File: src/sv/tlpq_pkg.sv
// ----------------------------------------------------------------------------
// tlpq_pkg - shared types for the three-level priority queue
// Operation, status and class codes, field widths, store control bundle.
// ----------------------------------------------------------------------------
`default_nettype none

package tlpq_pkg;

  localparam int NUM_CLASSES = 3;
  localparam int COUNT_W     = 5;
  localparam int TOTAL_W     = 6;

  typedef enum logic [1:0] {
    OP_PUSH = 2'd0,
    OP_POP  = 2'd1,
    OP_PEEK = 2'd2
  } op_t;

  typedef enum logic [1:0] {
    ST_DONE  = 2'd0,
    ST_EMPTY = 2'd1,
    ST_FULL  = 2'd2
  } status_t;

  typedef enum logic [1:0] {
    CLS_HIGH   = 2'd0,
    CLS_MEDIUM = 2'd1,
    CLS_LOW    = 2'd2
  } class_t;

  // control from the pointer logic to the ring store
  typedef struct packed {
    logic   wr_en;
    logic   rd_en;
    logic   bypass;
    logic   front_valid;
    class_t wr_cls;
    class_t rd_cls;
  } store_ctl_t;

endpackage

`default_nettype wire

File: src/sv/three_level_priority_queue.sv
// ----------------------------------------------------------------------------
// three_level_priority_queue - strict priority queue, three classes
// Input words carry op (push, pop, peek), value and priority_req. Each
// accepted word yields one result word with status, the front word and
// class after the operation, and the total and per-class counts.
// The result is registered and valid in the cycle after the input is accepted.
// One word per cycle while in_stall is low; the pointer update, front
// selection and ring read complete between input and result register.
// Each class is a ring of CLASS_DEPTH entries; a push into a full class is
// dropped with status full, a pop on an empty queue returns status empty.
// Reset empties all classes; ring contents are not cleared and need no
// clearing pass. While a result waits and out_stall is high, in_stall is
// raised and the result register holds its word.
// ----------------------------------------------------------------------------
`default_nettype none

module three_level_priority_queue #(
  parameter int CLASS_DEPTH = 16,
  parameter int VALUE_BITS  = 32
) (
  input  wire logic                          clk,
  input  wire logic                          rst_n,
  input  wire logic                          in_valid,
  output logic                               in_stall,
  input  wire logic [1:0]                    in_op,
  input  wire logic signed [VALUE_BITS-1:0]  in_value,
  input  wire logic [1:0]                    in_priority_req,
  output logic                               out_valid,
  input  wire logic                          out_stall,
  output logic [1:0]                         out_status,
  output logic                               out_front_valid,
  output logic signed [VALUE_BITS-1:0]       out_front_value,
  output logic [1:0]                         out_front_priority,
  output logic [tlpq_pkg::TOTAL_W-1:0]       out_total_count,
  output logic [tlpq_pkg::COUNT_W-1:0]       out_count_high,
  output logic [tlpq_pkg::COUNT_W-1:0]       out_count_medium,
  output logic [tlpq_pkg::COUNT_W-1:0]       out_count_low
);
  import tlpq_pkg::*;

  localparam int PTR_W = (CLASS_DEPTH > 1) ? $clog2(CLASS_DEPTH) : 1;
  localparam int CNT_W = $clog2(CLASS_DEPTH + 1);
  localparam int SUM_W = CNT_W + 2;

  logic                              accept;
  store_ctl_t                        ctl;
  logic [PTR_W-1:0]                  wr_ptr;
  logic [PTR_W-1:0]                  rd_ptr;
  status_t                           status;
  class_t                            front_cls;
  logic [NUM_CLASSES-1:0][CNT_W-1:0] cnt_nxt;
  logic [SUM_W-1:0]                  total;
  logic [VALUE_BITS-1:0]             rd_data;

  logic                              out_valid_r;
  status_t                           status_r;
  logic                              front_valid_r;
  class_t                            front_cls_r;
  logic [TOTAL_W-1:0]                total_r;
  logic [COUNT_W-1:0]                cnt_high_r;
  logic [COUNT_W-1:0]                cnt_medium_r;
  logic [COUNT_W-1:0]                cnt_low_r;

  assign in_stall = out_valid_r && out_stall;
  assign accept   = in_valid && !in_stall;

  tlpq_ctrl #(
    .CLASS_DEPTH (CLASS_DEPTH),
    .PTR_W       (PTR_W),
    .CNT_W       (CNT_W)
  ) u_ctrl (
    .clk       (clk),
    .rst_n     (rst_n),
    .accept    (accept),
    .op        (in_op),
    .cls_req   (in_priority_req),
    .ctl       (ctl),
    .wr_ptr    (wr_ptr),
    .rd_ptr    (rd_ptr),
    .status    (status),
    .front_cls (front_cls),
    .cnt_nxt   (cnt_nxt)
  );

  tlpq_store #(
    .CLASS_DEPTH (CLASS_DEPTH),
    .PTR_W       (PTR_W),
    .VALUE_BITS  (VALUE_BITS)
  ) u_store (
    .clk      (clk),
    .ctl      (ctl),
    .wr_ptr   (wr_ptr),
    .rd_ptr   (rd_ptr),
    .wr_value (in_value),
    .rd_data  (rd_data)
  );

  assign total = SUM_W'(cnt_nxt[CLS_HIGH]) + SUM_W'(cnt_nxt[CLS_MEDIUM])
               + SUM_W'(cnt_nxt[CLS_LOW]);

  always_ff @(posedge clk) begin
    if (!rst_n) begin
      out_valid_r <= 1'b0;
    end else if (accept) begin
      out_valid_r <= 1'b1;
    end else if (!out_stall) begin
      out_valid_r <= 1'b0;
    end
  end

  always_ff @(posedge clk) begin
    if (accept) begin
      status_r      <= status;
      front_valid_r <= ctl.front_valid;
      front_cls_r   <= front_cls;
      total_r       <= TOTAL_W'(total);
      cnt_high_r    <= COUNT_W'(cnt_nxt[CLS_HIGH]);
      cnt_medium_r  <= COUNT_W'(cnt_nxt[CLS_MEDIUM]);
      cnt_low_r     <= COUNT_W'(cnt_nxt[CLS_LOW]);
    end
  end

  assign out_valid          = out_valid_r;
  assign out_status         = status_r;
  assign out_front_valid    = front_valid_r;
  assign out_front_value    = rd_data;
  assign out_front_priority = front_cls_r;
  assign out_total_count    = total_r;
  assign out_count_high     = cnt_high_r;
  assign out_count_medium   = cnt_medium_r;
  assign out_count_low      = cnt_low_r;

endmodule

`default_nettype wire

File: src/sv/tlpq_ctrl.sv
// ----------------------------------------------------------------------------
// tlpq_ctrl - pointer and occupancy control
// Holds per-class head/tail pointers and counts, decodes each word and
// picks the store write slot and the front read slot after the update.
// ----------------------------------------------------------------------------
`default_nettype none

module tlpq_ctrl #(
  parameter int CLASS_DEPTH = 16,
  parameter int PTR_W       = 4,
  parameter int CNT_W       = 5
) (
  input  wire logic                                   clk,
  input  wire logic                                   rst_n,
  input  wire logic                                   accept,
  input  wire logic [1:0]                             op,
  input  wire logic [1:0]                             cls_req,
  output tlpq_pkg::store_ctl_t                        ctl,
  output logic [PTR_W-1:0]                            wr_ptr,
  output logic [PTR_W-1:0]                            rd_ptr,
  output tlpq_pkg::status_t                           status,
  output tlpq_pkg::class_t                            front_cls,
  output logic [tlpq_pkg::NUM_CLASSES-1:0][CNT_W-1:0] cnt_nxt
);
  import tlpq_pkg::*;

  logic [NUM_CLASSES-1:0][PTR_W-1:0] head_r, head_nxt;
  logic [NUM_CLASSES-1:0][PTR_W-1:0] tail_r, tail_nxt;
  logic [NUM_CLASSES-1:0][CNT_W-1:0] cnt_r;

  class_t cls;
  class_t top_cur;
  class_t top_nxt;
  logic   any_cur;
  logic   any_nxt;
  logic   push_ok;
  logic   pop_ok;

  function automatic logic [PTR_W-1:0] ptr_inc(input logic [PTR_W-1:0] p);
    return (p == PTR_W'(CLASS_DEPTH - 1)) ? '0 : p + 1'b1;
  endfunction

  always_comb begin
    cls = (cls_req > 2'(CLS_LOW)) ? CLS_LOW : class_t'(cls_req);

    any_cur = 1'b1;
    priority if (cnt_r[CLS_HIGH] != '0) begin
      top_cur = CLS_HIGH;
    end else if (cnt_r[CLS_MEDIUM] != '0) begin
      top_cur = CLS_MEDIUM;
    end else if (cnt_r[CLS_LOW] != '0) begin
      top_cur = CLS_LOW;
    end else begin
      top_cur = CLS_HIGH;
      any_cur = 1'b0;
    end

    push_ok = 1'b0;
    pop_ok  = 1'b0;
    status  = ST_DONE;
    unique case (op)
      OP_PUSH: begin
        if (cnt_r[cls] == CNT_W'(CLASS_DEPTH)) begin
          status = ST_FULL;
        end else begin
          push_ok = 1'b1;
        end
      end
      OP_POP: begin
        if (any_cur) begin
          pop_ok = 1'b1;
        end else begin
          status = ST_EMPTY;
        end
      end
      default: begin
      end
    endcase

    head_nxt = head_r;
    tail_nxt = tail_r;
    cnt_nxt  = cnt_r;
    if (push_ok) begin
      tail_nxt[cls] = ptr_inc(tail_r[cls]);
      cnt_nxt[cls]  = cnt_r[cls] + 1'b1;
    end
    if (pop_ok) begin
      head_nxt[top_cur] = ptr_inc(head_r[top_cur]);
      cnt_nxt[top_cur]  = cnt_r[top_cur] - 1'b1;
    end

    any_nxt = 1'b1;
    priority if (cnt_nxt[CLS_HIGH] != '0) begin
      top_nxt = CLS_HIGH;
    end else if (cnt_nxt[CLS_MEDIUM] != '0) begin
      top_nxt = CLS_MEDIUM;
    end else if (cnt_nxt[CLS_LOW] != '0) begin
      top_nxt = CLS_LOW;
    end else begin
      top_nxt = CLS_HIGH;
      any_nxt = 1'b0;
    end

    front_cls       = top_nxt;
    wr_ptr          = tail_r[cls];
    rd_ptr          = head_nxt[top_nxt];
    ctl.wr_en       = accept && push_ok;
    ctl.rd_en       = accept;
    // pushed word lands at the front when its class was empty and no higher class holds words
    ctl.bypass      = push_ok && (cls == top_nxt) && (cnt_r[cls] == '0);
    ctl.front_valid = any_nxt;
    ctl.wr_cls      = cls;
    ctl.rd_cls      = top_nxt;
  end

  always_ff @(posedge clk) begin
    if (!rst_n) begin
      head_r <= '0;
      tail_r <= '0;
      cnt_r  <= '0;
    end else if (accept) begin
      head_r <= head_nxt;
      tail_r <= tail_nxt;
      cnt_r  <= cnt_nxt;
    end
  end

endmodule

`default_nettype wire

File: src/sv/tlpq_store.sv
// ----------------------------------------------------------------------------
// tlpq_store - class ring storage
// One write and one registered read per cycle, on accepted operations only;
// the read register then holds the front word, or zero if the queue is empty.
// ----------------------------------------------------------------------------
`default_nettype none

module tlpq_store #(
  parameter int CLASS_DEPTH = 16,
  parameter int PTR_W       = 4,
  parameter int VALUE_BITS  = 32
) (
  input  wire logic                   clk,
  input  wire tlpq_pkg::store_ctl_t   ctl,
  input  wire logic [PTR_W-1:0]       wr_ptr,
  input  wire logic [PTR_W-1:0]       rd_ptr,
  input  wire logic [VALUE_BITS-1:0]  wr_value,
  output logic [VALUE_BITS-1:0]       rd_data
);
  import tlpq_pkg::*;

  logic [VALUE_BITS-1:0] ring_mem [NUM_CLASSES][CLASS_DEPTH];
  logic [VALUE_BITS-1:0] rd_data_r;

  always_ff @(posedge clk) begin
    if (ctl.wr_en) begin
      ring_mem[ctl.wr_cls][wr_ptr] <= wr_value;
    end
  end

  always_ff @(posedge clk) begin
    if (ctl.rd_en) begin
      priority if (!ctl.front_valid) begin
        rd_data_r <= '0;
      end else if (ctl.bypass) begin
        rd_data_r <= wr_value;
      end else begin
        rd_data_r <= ring_mem[ctl.rd_cls][rd_ptr];
      end
    end
  end

  assign rd_data = rd_data_r;

endmodule

`default_nettype wire
File: config.mk
export PLATFORM = sky130hd
export DESIGN_NAME = three_level_priority_queue
export DESIGN_NICKNAME = d
export VERILOG_FILES = /design/src/sv/tlpq_pkg.sv /design/src/sv/three_level_priority_queue.sv /design/src/sv/tlpq_ctrl.sv /design/src/sv/tlpq_store.sv
export SDC_FILE = /design/constraint.sdc
export NUM_CORES = 2
export LEC_CHECK = 0
export BUFFER_PORTS_ARGS = -buffer_cell sky130_fd_sc_hd__buf_2
export CAP_MARGIN = 20
export CORE_MARGIN = 2
export CORE_UTILIZATION = 55
export CTS_BUF_LIST = sky130_fd_sc_hd__clkbuf_8
export DETAILED_ROUTE_END_ITERATION = 7
export PLACE_DENSITY = 0.71
export SYNTH_ARGS = -nofsm -noshare
export SYNTH_HDL_FRONTEND = slang
export SYNTH_SLANG_ARGS = --single-unit
File: constraint.sdc
create_clock -name clk -period 10.5 [get_ports clk]
set_input_delay 1.575 -clock clk [delete_from_list [all_inputs] [get_ports clk]]
set_output_delay 1.575 -clock clk [all_outputs]
set_load 0.01 [all_outputs]
# == Word level (Yosys, flattened, before mapping) ==
# Memories as Yosys holds them, arrays and structs flattened.
# Cells that the tools add are included.
# word_totals
ff_bits,98
ramBits,1536
out_inout_bits,60
wordCells,117
n_memories,1
# op_classes
add_sub_neg,6
n_lt_le_gt_ge,9
n_eq_ne,6
mux,57
n_bitwise,2
n_reduce_logical,18
# memory_table
memory,depth,word_bits,read_ports,rd_clocked_by_memory_dff,wr,line_no,source
u_store.ring_mem,3,512,1,0,1,tlpq_store.sv:22,logic [VALUE_BITS-1:0] ring_mem [NUM_CLASSES][CLASS_DEPTH];
# op_table
operator,count
two-way mux 512 bit,1
binary-select mux 32 bit (select 4 bit),1
demux 32 bit (select 4 bit),1
two-way mux 32 bit,4
bitwise mux 15 bit,2
two-way mux 15 bit,2
nonzero test 5 bit,6
two-way mux 4 bit,7
binary-select mux 4 bit (select 2 bit),3
bitwise mux 12 bit,2
binary-select mux 5 bit (select 2 bit),2
demux 5 bit (select 2 bit),2
two-way mux 5 bit,4
demux 4 bit (select 2 bit),2
two-way mux 2 bit,8
two-way mux 1 bit,14
two-way mux 12 bit,1
"greater-or-equal comparator 5 bit, second input constant",2
inverter 4 -> 5 bit,2
"< comparator 2 x 3 -> 1 bit, second input constant",3
"adder 4 x 1 -> 4 bit, second input constant",2
"== test 4 bit, second input constant",2
logical AND 1 bit,8
adder 5 x 5 -> 6 bit,1
15 further kinds,16

# == Depth between registers and ports, before layout ==
# logic_depth
ltp_word,21
depth_mapped,24
mapped_depth_nobuf,20

# == By module ==
# A second synthesis with hierarchy kept.
# unflattened
hier_cells,3433
hier_area_um2,65227.6
# modules_own_cells
module,instances,cells_each,area_each_um2,seq_area_each_um2
tlpq_store,1,2980,60968.5,47085.2
tlpq_ctrl,1,401,3194.3,780.7
three_level_priority_queue,1,52,1064.8,800.8

# == Worst setup path after synthesis ==
# Ideal clock, no wire load.
# synth_path
kind,input to register
start,in in_priority_req[1]
end,"reg u_store.rd_data_r[0] (netlist: u_store.rd_data[0]), data pin"
arrival_ns,5.809
required_ns,10.245
slack_ns,4.436
path_stages,18
path_buffers,4
path_cell_list,buf_2 > clkbuf_1 > o21a_1 > ha_1 > o211ai_1 > o31ai_2 > mux2i_1 > mux2i_1 > or4_1 > buf_4 > o21ai_4 > a21oi_1 > nor2_4 > buf_2 > mux2_2 > a221oi_1 > o21ai_0 > and3_1
# synth_rtl
item,line_no,source
"start, declared",three_level_priority_queue.sv:27,"input wire logic [1:0] in_priority_req,"
"end signal, assigned",tlpq_store.sv:36,rd_data_r <= wr_value;
"end signal, assigned",tlpq_store.sv:38,rd_data_r <= ring_mem[ctl.rd_cls][rd_ptr];
"end, declared",tlpq_store.sv:23,logic [VALUE_BITS-1:0] rd_data_r;

==> impl_metrics.csv <==
group,metric,value,unit
global_routing,grt.overflow.total,0,
global_routing,track_usage,31.67,%
routing,viasPerCell,6.878,
clock_network,clk_latency,1.00,ns
clock_network,cts_max_level,5,
setup_path,timing_worst_setup_path_type,"flip-flop to flip-flop",
cells_and_area,fin_util,61.89,%
pwr,p_int,10.87,mW
setup_path,startpoint,"u_ctrl.cnt_r[0]$_SDFFE_PN0P_",
global_routing,grt_pass1_vias,41640,
placed_design,io_buffers,99,
timing,timing.final.hold_violations,0,
setup_path,regToRegStartpoint,"u_ctrl.cnt_r[0]$_SDFFE_PN0P_",
floorplanning,ios,100,
pwr,power_density,216.5,nW/um^2
timing,rsz0062_at_grt,"false",
logic_synthesis,avgSynthCellArea,14.93,sq um
placed_design,dpl.hpwl,109100,um
timing,finalCriticalPeriod,7.906,ns
pwr,pwr-share-seq,46.5,%
setup_path,critPathLaunchType,"flip-flop",
routing,remaining_drc_errors,0,
logic_synthesis,synth_cell_types,92,
cells_and_area,num-fill-cells,8565,
timing,clock_skew,0.06835,ns
clock_network,cts.repair.resized,0,
clock_network,clock-sinks,1634,
logic_synthesis,ys_ff_latch,1634,
setup_path,cp_data_required_time,11.21,ns
timing,setup_viol,0,
cells_and_area,area_growth_syn_to_layout,11.37,%
routing,met2_length,90580,um
pwr,p_sw_share,31.41,%
status,outcome,"complete, no violations",
floorplanning,coreArea,118200,sq um
routing,vias,43290,
logic_synthesis,synth_area_leader_cell,"edfxtp_1",
pwr,combPwrFrac,21.6,%
setup_path,reg2reg_depth,21,
routing,ant_nets,0,
global_routing,grt_antenna_before_repair,7,
routing,wl_met1,71650,um
setup_path,cp.arrival,8.61,ns
clock_network,post_cts_buffers,0,
global_routing,grt_pass1_wl,281900,um
placed_design,finalWeightedCongestion,0.9093,
setup_path,critPathMaxFanout,58,
routing,routed_wl,195900,um
routing,routedWlPerCell,31.13,um
routing,met3WireLength,22230,um
logic_synthesis,syn_area,65710,sq um
pwr,p_leak,23.45,nW
floorplanning,num_rows,126,
timing,report.final.slew_viol_count,0,
timing,worstMarginPinSlew,1.149,ns
setup_path,end_kind,"flip-flop",
global_routing,grt_max_degree,143,
logic_synthesis,synth_fp_nets,4459,
flow_run,cap_violations,0,
routing,top_layer,"met5",
pwr,ir_drop,0.1850,mV
setup_path,cp_cell_sequence,"or3_1 > nor2_1 > a21oi_1 > ha_1 > or3b_1 > a2111oi_0 > a221oi_1 > o31ai_1 > a32oi_2 > inv_2 > or4_1 > o21ai_4 > buf_4 > clkinv_2 > buf_4 > buf_4 > a32oi_1 > a21oi_1 > o311ai_0 > o211ai_1 > and3_1",
setup_path,critPathMostFrequentCell,"buf_4",
logic_synthesis,netlist_instances,4401,
timing,relSlewSlack,23.37,%
logic_synthesis,synth_area_leaders,"edfxtp_1 (73%), nand2_1 (2.1%), nor3_1 (1.8%), o22a_1 (1.7%), o221ai_1 (1.7%)",
cells_and_area,layout.nets,4646,
cells_and_area,drive_above_1_share,15.60,%
worst_hold_path,whs_path_depth,2,
routing,drt_first_pass_iters,8,
clock_network,numCtsBuffers,279,
clock_network,cts-hold-fix-buffers,0,
pwr,clockPowerShare,31.9,%
logic_synthesis,synth.top_cell.area_share,72.85,%
logic_synthesis,ys.warnings.count,0,
logic_synthesis,async_flop_share,0,%
setup_path,slowest_stage,"or4_1",
timing,setup_tns,0,ns
clock_network,clockBufferDepth,4,
floorplanning,fp.dieH,349.6,um
worst_hold_path,hp-start,"u_ctrl.head_r[7]$_SDFFE_PN0P_",
logic_synthesis,synth_edf_count,1594,
logic_synthesis,yosys_most_used_dff,"edfxtp_1",
floorplanning,die_w,349.6,um
floorplanning,initial_utilization,55.57,%
worst_hold_path,hp-class,"flip-flop to flip-flop",
floorplanning,fp.dieArea,122200,sq um
routing,drt_first_iter_violations,6280,
timing,finalCritPeriodShare,75.29,%
timing,fmaxAchievable,0.1265,GHz
pwr,power_switching,4.977,mW
clock_network,cts_root_buffer,"clkbuf_8",
setup_path,critical_path.max_stage_delay,0.82,ns
clock_network,clkTransAtPathRegs,0.06,ns
clock_network,cts_tree,"built",
logic_synthesis,seq_area_frac_synth,74.07,%
## critical path: cells and delay by family (launching register included)
family / cells / cell delay [ns]
flops: 1 / 0.41
simple gates: 5 / 2.53
buf+inv: 5 / 1.69
fa+ha+maj: 1 / 0.32
compound gates: 10 / 2.61
## cell type report
cell class                      instances  area, sq um  area share [%]
Tap cell                             1536         1922           2.626
Clock buffer                          284         3909           5.341
Clock inverter                        165        820.8           1.122
Timing Repair Buffer                  254         1784           2.438
Inverter                               27        103.9          0.1419
Antenna cell                            2        5.005        0.006839
Multi-Input combinational cell       2392        15970           21.82
Sequential cell                      1634        48670           66.50
## path summary, 6_finish.rpt
path | end | slack, ns
worst min register to register | u_ctrl.head_r[7]$_SDFFE_PN0P_ | 0.47
worst max-delay path | u_store.rd_data[13]$_SDFFCE_PN0P_ | 2.59
worst min-delay path | u_ctrl.head_r[7]$_SDFFE_PN0P_ | 0.47
worst max register to register | u_store.rd_data[13]$_SDFFCE_PN0P_ | 2.59
## sequential cells by signal (all words and copies together), names as in the netlist
register,flops
out_valid,1
u_ctrl.cnt_r,15
out_count_low,5
out_count_medium,5
out_count_high,5
out_total_count,6
out_front_priority,2
u_ctrl.head_r,12
u_store.ring_mem,1536
u_ctrl.tail_r,12
out_front_valid,1
u_store.rd_data,32
out_status,2
## per-layer routing
metal / vias up / global-route usage (%)
li1: 18130 / -
met1: 21540 / 42.36
met2: 3060 / 48.96
met3: 549 / 6.395
met4: 6 / 17.73
met5: - / 0
## power groups by stage
stage	sequential [mW]	clock, mW	combinational (mW)
2_1_floorplan	7.47	0	1.96
3_3_place_gp	7.50	0	3.33
3_5_place_dp	7.49	0	3.37
4_1_cts	7.36	5.09	3.37
5_1_grt	7.36	5.35	3.60
6_report	7.36	5.06	3.43
## placed cells by master (no fill, tap or decap), types with 49 or more instances in the layout
master       n
o311ai_0    57
o211ai_1    62
clkbuf_8   284
o22a_1     131
nand2_1    360
edfxtp_1  1594
mux2i_1     61
o221ai_1   124
nor2_1     139
nor2_4      49
o22ai_1     79
a221oi_1   100
mux2_2      61
buf_4      145
a21oi_1     98
a32oi_1     60
a22o_1      64
nor3_1     235
nand3_1    126
o21ai_0    164
buf_2       99
inv_1      110
or3_1       49
## cell families after synthesis
group                    after synthesis  share of synthesized area, %
multiplexers                         125                         2.059
AND/OR/NAND/NOR                     1073                         7.632
adder cells (fa/ha/maj)               18                        0.4113
flip-flops                          1634                         74.07
buffers and inverters                375                         2.394
XOR/XNOR                               9                        0.1200
AO/OA/AOI/OAI                       1167                         13.32
## metrics by stage
stage	instance area, sq um	hold WS [ns]	power (mW)	worst slack [ns]	instances
floorplan	65710	0.4469	9.433	4.436	4401
global placement	68440	0.4600	10.83	2.026	5843
detailed placement	68440	0.4661	10.86	1.920	5843
CTS	73170	0.4752	15.83	2.769	6292
global route	73180	0.5063	16.30	2.393	6294
finish	73180	0.4735	15.85	2.594	6294
## Yosys cell counts, drive strengths merged (9+ instances only)
master  count
a211oi     28
o221ai    125
a31oi      42
buf       104
o21ai     189
and2       14
inv        25
nand3     127
a221oi    100
nor2      190
nor3      243
and3       34
or2         9
mux2i      62
nor4        9
a21oi      99
o31ai      36
o311ai     58
ha         12
edfxtp   1594
o211ai     64
o21a        9
or3        50
o22a      131
dfxtp      40
clkbuf    244
o22ai      79
o31a       32
nand2     361
mux2       61
a22o       64
a32oi      62
No activity file was read; power rests on OpenSTA's default activity.
